[config.mk]
export PLATFORM = sky130hd
export DESIGN_NAME = ddo_ctrl
export DESIGN_NICKNAME = d
export VERILOG_FILES = /design/src/sv/ddo_pkg.sv /design/src/sv/ddo_ctrl.sv
export SDC_FILE = /design/constraint.sdc
export NUM_CORES = 1
export LEC_CHECK = 0
export BUFFER_PORTS_ARGS = -buffer_cell sky130_fd_sc_hd__buf_4
export CAP_MARGIN = 40
export CORE_UTILIZATION = 40
export DETAILED_ROUTE_END_ITERATION = 6
export GPL_TIMING_DRIVEN = 0
export REMOVE_ABC_BUFFERS = 1
export SETUP_SLACK_MARGIN = 0.05
export SLEW_MARGIN = 20
export SYNTH_ARGS = -nofsm -noshare
export SYNTH_HDL_FRONTEND = slang
export SYNTH_SLANG_ARGS = --single-unit
[constraint.sdc]
create_clock -name clk -period 3 [get_ports clk]
set_input_delay 0.15 -clock clk [delete_from_list [all_inputs] [get_ports clk]]
set_output_delay 0.15 -clock clk [all_outputs]
set_load 0.01 [all_outputs]
[src/sv/ddo_pkg.sv]
// Shared types, constants and helper functions for the differential drive odometry unit.
// Used by every design module of the block but ddo_checker; depends on nothing else.
package ddo_pkg;

	// Iterative divider sizing: dividend magnitude bits, divisor bits, radix-4 step count.
	localparam int DIV_W     = 56;
	localparam int DEN_W     = 24;
	localparam int DIV_STEPS = DIV_W / 2;

	// CORDIC sizing.
	localparam int COR_STEPS = 24;
	localparam int COR_XW    = 33;
	localparam int COR_ZW    = 28;

	// Configuration port.
	localparam int PADDR_W = 4;
	localparam logic [1:0] REG_CIRC  = 2'd0;
	localparam logic [1:0] REG_TRACK = 2'd1;
	localparam logic [1:0] REG_TICKS = 2'd2;
	localparam logic [23:0] CIRC_RESET  = 24'd41288;
	localparam logic [23:0] TRACK_RESET = 24'd28836;
	localparam logic [15:0] TICKS_RESET = 16'd30;

	// Fixed-point constants.
	localparam logic signed [32:0] Q16_PI      = 33'sd205887;
	localparam logic signed [32:0] Q16_TWO_PI  = 33'sd411775;
	localparam logic [23:0]        TWO_PI_DEN  = 24'd411775;
	localparam logic signed [27:0] Q24_PI      = 28'sd52707179;
	localparam logic signed [27:0] Q24_HALF_PI = 28'sd26353589;
	localparam logic signed [32:0] CORDIC_GAIN = 33'sd652032874;
	localparam logic signed [33:0] HEAD_MAX    = 34'sd262143;
	localparam logic signed [33:0] HEAD_MIN    = -34'sd262144;
	localparam logic signed [20:0] US_PER_S    = 21'sd1000000;
	localparam logic signed [63:0] RND_HALF    = 64'sd536870912;

	typedef enum logic [4:0] {
		OP_NONE,
		OP_CAPTURE,
		OP_DIV_DL,
		OP_PUT_DL,
		OP_DIV_DR,
		OP_PUT_DR,
		OP_DIV_TH,
		OP_PUT_TH,
		OP_DIV_ANG,
		OP_PUT_ANG,
		OP_COR_GO,
		OP_MUL_X,
		OP_MUL_Y,
		OP_POSE,
		OP_DIV_VX,
		OP_PUT_VX,
		OP_DIV_VY,
		OP_PUT_VY,
		OP_DIV_VH,
		OP_PUT_VH,
		OP_LOAD_OUT
	} op_t;

	typedef enum logic [4:0] {
		ST_IDLE,
		ST_DIV_DL,
		ST_WAIT_DL,
		ST_DIV_DR,
		ST_WAIT_DR,
		ST_DIV_TH,
		ST_WAIT_TH,
		ST_DIV_ANG,
		ST_WAIT_ANG,
		ST_COR,
		ST_WAIT_COR,
		ST_MUL_X,
		ST_MUL_Y,
		ST_POSE,
		ST_DIV_VX,
		ST_WAIT_VX,
		ST_DIV_VY,
		ST_WAIT_VY,
		ST_DIV_VH,
		ST_WAIT_VH,
		ST_OUT
	} state_t;

	typedef struct packed {
		op_t op;
	} cmd_t;

	typedef struct packed {
		logic div_done;
		logic cor_done;
		logic zero_time;
		logic out_busy;
	} status_t;

	// Arctangent of 2^-i in Q.24 radians.
	function automatic logic signed [COR_ZW-1:0] atan_q24(input logic [4:0] idx);
		logic signed [COR_ZW-1:0] r;
		case (idx)
			5'd0:    r = 28'sd13176795;
			5'd1:    r = 28'sd7778716;
			5'd2:    r = 28'sd4110060;
			5'd3:    r = 28'sd2086331;
			5'd4:    r = 28'sd1047214;
			5'd5:    r = 28'sd524117;
			5'd6:    r = 28'sd262123;
			5'd7:    r = 28'sd131069;
			5'd8:    r = 28'sd65536;
			5'd9:    r = 28'sd32768;
			5'd10:   r = 28'sd16384;
			5'd11:   r = 28'sd8192;
			5'd12:   r = 28'sd4096;
			5'd13:   r = 28'sd2048;
			5'd14:   r = 28'sd1024;
			5'd15:   r = 28'sd512;
			5'd16:   r = 28'sd256;
			5'd17:   r = 28'sd128;
			5'd18:   r = 28'sd64;
			5'd19:   r = 28'sd32;
			5'd20:   r = 28'sd16;
			5'd21:   r = 28'sd8;
			5'd22:   r = 28'sd4;
			5'd23:   r = 28'sd2;
			default: r = 28'sd0;
		endcase
		return r;
	endfunction

	// Clamp a wide signed value into 32-bit signed range.
	function automatic logic signed [31:0] sat32(input logic signed [DIV_W-1:0] v);
		logic signed [31:0] r;
		if (v > 56'sd2147483647) begin
			r = 32'sh7FFFFFFF;
		end else if (v < -56'sd2147483648) begin
			r = 32'sh80000000;
		end else begin
			r = v[31:0];
		end
		return r;
	endfunction

endpackage

[src/sv/ddo_ctrl.sv]
// Odometry controller: sequences one item through the datapath and its shared units.
// Depends on ddo_pkg for the state, command and status types.
module ddo_ctrl (
	input  logic              clk,
	input  logic              arst_n,
	input  logic              in_valid,
	output logic              in_ready,
	input  ddo_pkg::status_t  status,
	output ddo_pkg::cmd_t     cmd
);
	import ddo_pkg::*;

	state_t state_q, state_d;

	always_ff @(posedge clk or negedge arst_n) begin
		if (!arst_n) begin
			state_q <= ST_IDLE;
		end else begin
			state_q <= state_d;
		end
	end

	always_comb begin
		state_d  = state_q;
		cmd.op   = OP_NONE;
		in_ready = 1'b0;
		case (state_q)
			ST_IDLE: begin
				in_ready = 1'b1;
				if (in_valid) begin
					cmd.op  = OP_CAPTURE;
					state_d = ST_DIV_DL;
				end
			end
			ST_DIV_DL: begin
				cmd.op  = OP_DIV_DL;
				state_d = ST_WAIT_DL;
			end
			ST_WAIT_DL: begin
				if (status.div_done) begin
					cmd.op  = OP_PUT_DL;
					state_d = ST_DIV_DR;
				end
			end
			ST_DIV_DR: begin
				cmd.op  = OP_DIV_DR;
				state_d = ST_WAIT_DR;
			end
			ST_WAIT_DR: begin
				if (status.div_done) begin
					cmd.op  = OP_PUT_DR;
					state_d = ST_DIV_TH;
				end
			end
			ST_DIV_TH: begin
				cmd.op  = OP_DIV_TH;
				state_d = ST_WAIT_TH;
			end
			ST_WAIT_TH: begin
				if (status.div_done) begin
					cmd.op  = OP_PUT_TH;
					state_d = ST_DIV_ANG;
				end
			end
			ST_DIV_ANG: begin
				cmd.op  = OP_DIV_ANG;
				state_d = ST_WAIT_ANG;
			end
			ST_WAIT_ANG: begin
				if (status.div_done) begin
					cmd.op  = OP_PUT_ANG;
					state_d = ST_COR;
				end
			end
			ST_COR: begin
				cmd.op  = OP_COR_GO;
				state_d = ST_WAIT_COR;
			end
			ST_WAIT_COR: begin
				if (status.cor_done) begin
					state_d = ST_MUL_X;
				end
			end
			ST_MUL_X: begin
				cmd.op  = OP_MUL_X;
				state_d = ST_MUL_Y;
			end
			ST_MUL_Y: begin
				cmd.op  = OP_MUL_Y;
				state_d = ST_POSE;
			end
			ST_POSE: begin
				cmd.op  = OP_POSE;
				state_d = status.zero_time ? ST_OUT : ST_DIV_VX;
			end
			ST_DIV_VX: begin
				cmd.op  = OP_DIV_VX;
				state_d = ST_WAIT_VX;
			end
			ST_WAIT_VX: begin
				if (status.div_done) begin
					cmd.op  = OP_PUT_VX;
					state_d = ST_DIV_VY;
				end
			end
			ST_DIV_VY: begin
				cmd.op  = OP_DIV_VY;
				state_d = ST_WAIT_VY;
			end
			ST_WAIT_VY: begin
				if (status.div_done) begin
					cmd.op  = OP_PUT_VY;
					state_d = ST_DIV_VH;
				end
			end
			ST_DIV_VH: begin
				cmd.op  = OP_DIV_VH;
				state_d = ST_WAIT_VH;
			end
			ST_WAIT_VH: begin
				if (status.div_done) begin
					cmd.op  = OP_PUT_VH;
					state_d = ST_OUT;
				end
			end
			ST_OUT: begin
				if (!status.out_busy) begin
					cmd.op  = OP_LOAD_OUT;
					state_d = ST_IDLE;
				end
			end
			default: state_d = ST_IDLE;
		endcase
	end

endmodule

==> metrics.txt <==
most frequent cells after synthesis=a21oi_1, nor2_1, buf_2, nor2b_1, dfrtp_1; Yosys cell types=43; sw power=between 0.0005 and 0.0006 W; Worst-Margin Slew=0.721 ns; Detailed Route Iter0 Violations=23; crit path time final=2.10 ns; via count=751; Routed wire per std cell=15.2 um; Syn Inst Count=97; Post-Synth Simple-Gate Area=35.6%; layout cell share with drive strength beyond 1=17.3%; PD cells=1260 nW/um^2; Die ar.=1950 um^2; Reg power frac=30.5%; fin crit share=70.0%; syn avg cell area=7.31 um^2; Hold WC Path Type=in2reg; Synth Area in Compound Gates=36.5%; Yosys reg bits=5; Root Driver=clkbuf_4; global-route wire length before repair=2990 um; largest family of logic cells by synthesized area=compound AO/OA/AOI/OAI gates; I/O Pins=13; Crit Reg-Reg Startpoint=state_q[3]; Fmax achieved=roughly 480 MHz; CP Launch Type=flop; Static Leak=just over 0.3 nW; Largest Register=state_q; status=completed; post-synth top area cell=dfrtp_1; Layout Nets=~110; final setup fails=0; CP endpoint kind=output port; multi-input logic area=512 um^2; Switching Share=51.2%; Slew Limit Headroom=about 52%; DP HPWL=1170 um; final WL=1820 um; Worst-Skew Late Latency=0.24 ns; Worst-path clk slew=about 0.040 ns; top_reg_cell synth=dfrtp_1; Setup Skew=0.00308 ns; cell area after placement=762 um^2; CP Data Arrival Time=1.95 ns; DRC=0; peak supply drop=0.401 mV; Tot GR Track Use=19.9%; hold depth=3; ranking of synthesized cells by area=dfrtp_1, a21oi_1, nor2b_1; adder-cell share of the synthesized area=0%; Core Region=1580 um^2; combinational share of power=about 62%; drt first pass iters=6; # port buffers=12; Critical Path Fanout Max=25; Layout area overhead=12.5%; gp weighted congestion=0.768; initial antenna violation count=0; initial core utilization=around 45%; worst-case hold slack=0.235 ns; Fin. Hold Viols=0; Final ANT Viol Nets=0; # rows=14; XOR/XNOR share of the synthesized area=0%; clock buffer depth=2; CTS tree=yes; via/cell ratio=6.26; Die Ht=44.1 um; RSZ-0062 raised after global routing=false; Final Cell Area=approximately 800 um^2; mux share of post-synthesis cell area=0%; CTS sink count=5; number of global-route vias before repair=about 630; largest net degree at the start of global routing=26; Post-synth EDFFs=0; DIE WIDTH=44.1 um; flop2flop setup slack=1.13 ns; H-Tree Depth=1; sequential area share after synthesis=17.6%; Hold Path End=state_q[2]; Async SR Flop Fraction=100%; Sum Neg Setup Slack=0 ns; Slew Limit Fails=0; Synth Cell Area=around 700 um^2; share of the synthesized area in the top cell type=17.6%; register area=125 um^2; MaxCap Viol Count=0; r2r endpoint=state_q[0]; Setup CP Type=reg2out; Largest register FFs=5; Reg2Reg Depth=4; warnings from Yosys=0; total grt overflow=0; Antenna Diode Count=0; data required time of the critical path=2.85 ns; min-delay src=status[0]; cell-internal power=0.000492 W; filler instances=between 150 and 200; Post-CTS Setup Bufs=0; Largest regs=state_q (5); CTS Buf Count=3; clock network power share=7.8%
## worst max-delay path by stage
stage / startpoint / to / slack (ns) / cells past startpoint
after floorplan: state_q[0] / state_q[0] / 1.43 / 4
after global placement: state_q[3] / state_q[0] / 1.16 / 4
after detailed placement: state_q[3] / state_q[0] / 1.15 / 4
after CTS: state_q[2] / cmd[0] / 0.92 / 5
after global routing: state_q[3] / cmd[0] / 0.76 / 5
final: state_q[2] / cmd[0] / 0.90 / 5
## per-layer routing
layer	global-route usage, %	wire (um)	vias to the layer above
li1	-	-	381
met1	29.0	899	360
met2	30.9	868	10
met3	4.90	51	0
met4	1.82	0	0
met5	0	0	-
## layout by cell type (no fill, tap or decap), types with 2 or more instances in the layout
master / netlist / routed
o21ai_1: 2 / 2
nor2b_1: 6 / 6
buf_4: 1 / 12
nand2_1: 3 / 3
o22ai_1: 3 / 3
o21ai_0: 2 / 2
a21boi_0: 2 / 2
nor3_1: 4 / 4
clkbuf_4: 0 / 3
nor3b_1: 3 / 3
and2_1: 4 / 4
o211ai_1: 3 / 3
a21oi_1: 8 / 8
inv_1: 4 / 4
a22oi_1: 2 / 2
o2bb2ai_1: 2 / 2
nor4b_1: 2 / 2
nand2b_1: 3 / 3
nor2_1: 8 / 8
dfrtp_1: 5 / 5
## worst max-delay path, cell delays in order, from the launching register on
cell,delay [ns]
dfrtp_1,0.79
nor2_1,0.25
a32oi_1,0.27
o21a_1,0.15
o22ai_1,0.07
buf_4,0.17
## power groups by stage
stage	clock network, W	logic, W	registers [W]
final	0.0000791	0.000621	0.000308
after global placement	0	0.000609	0.000304
after CTS	0.0000813	0.000622	0.000303
after global routing	0.0000870	0.000686	0.000333
after floorplan	0	0.000456	0.000241
after detailed placement	0	0.000617	0.000305
## area by class of cell
type                       instances  area share [%]
clock buffer                       4            3.29
inverter                           4            1.88
multi-input combinational         78            64.1
sequential                         5            15.7
tap                               16            2.51
timing repair buffer              13            12.5
## per-stage QoR
step | cells | total power (W) | utilization (%) | setup slack, ns
2_1_floorplan | 87 | 0.000697 | - | 1.43
3_3_place_gp | 115 | 0.000914 | 48.3 | 1.16
3_5_place_dp | 115 | 0.000921 | 48.3 | 1.15
4_1_cts | 120 | 0.00101 | 50.6 | 0.921
5_1_grt | 120 | 0.00111 | 50.6 | 0.765
6_report | 120 | 0.00101 | 50.6 | 0.899
## cell families after synthesis
group,after synthesis
buf+inv,14
flops,5
simple gates,42
compound gates,36
## what timing repair did
action	CTS	global route
hold endpoints to repair	5	0
hold buffers	1	0
resized for setup	0	0
endpoints found under the setup margin	0	0
(Power assumes the default switching activity.)
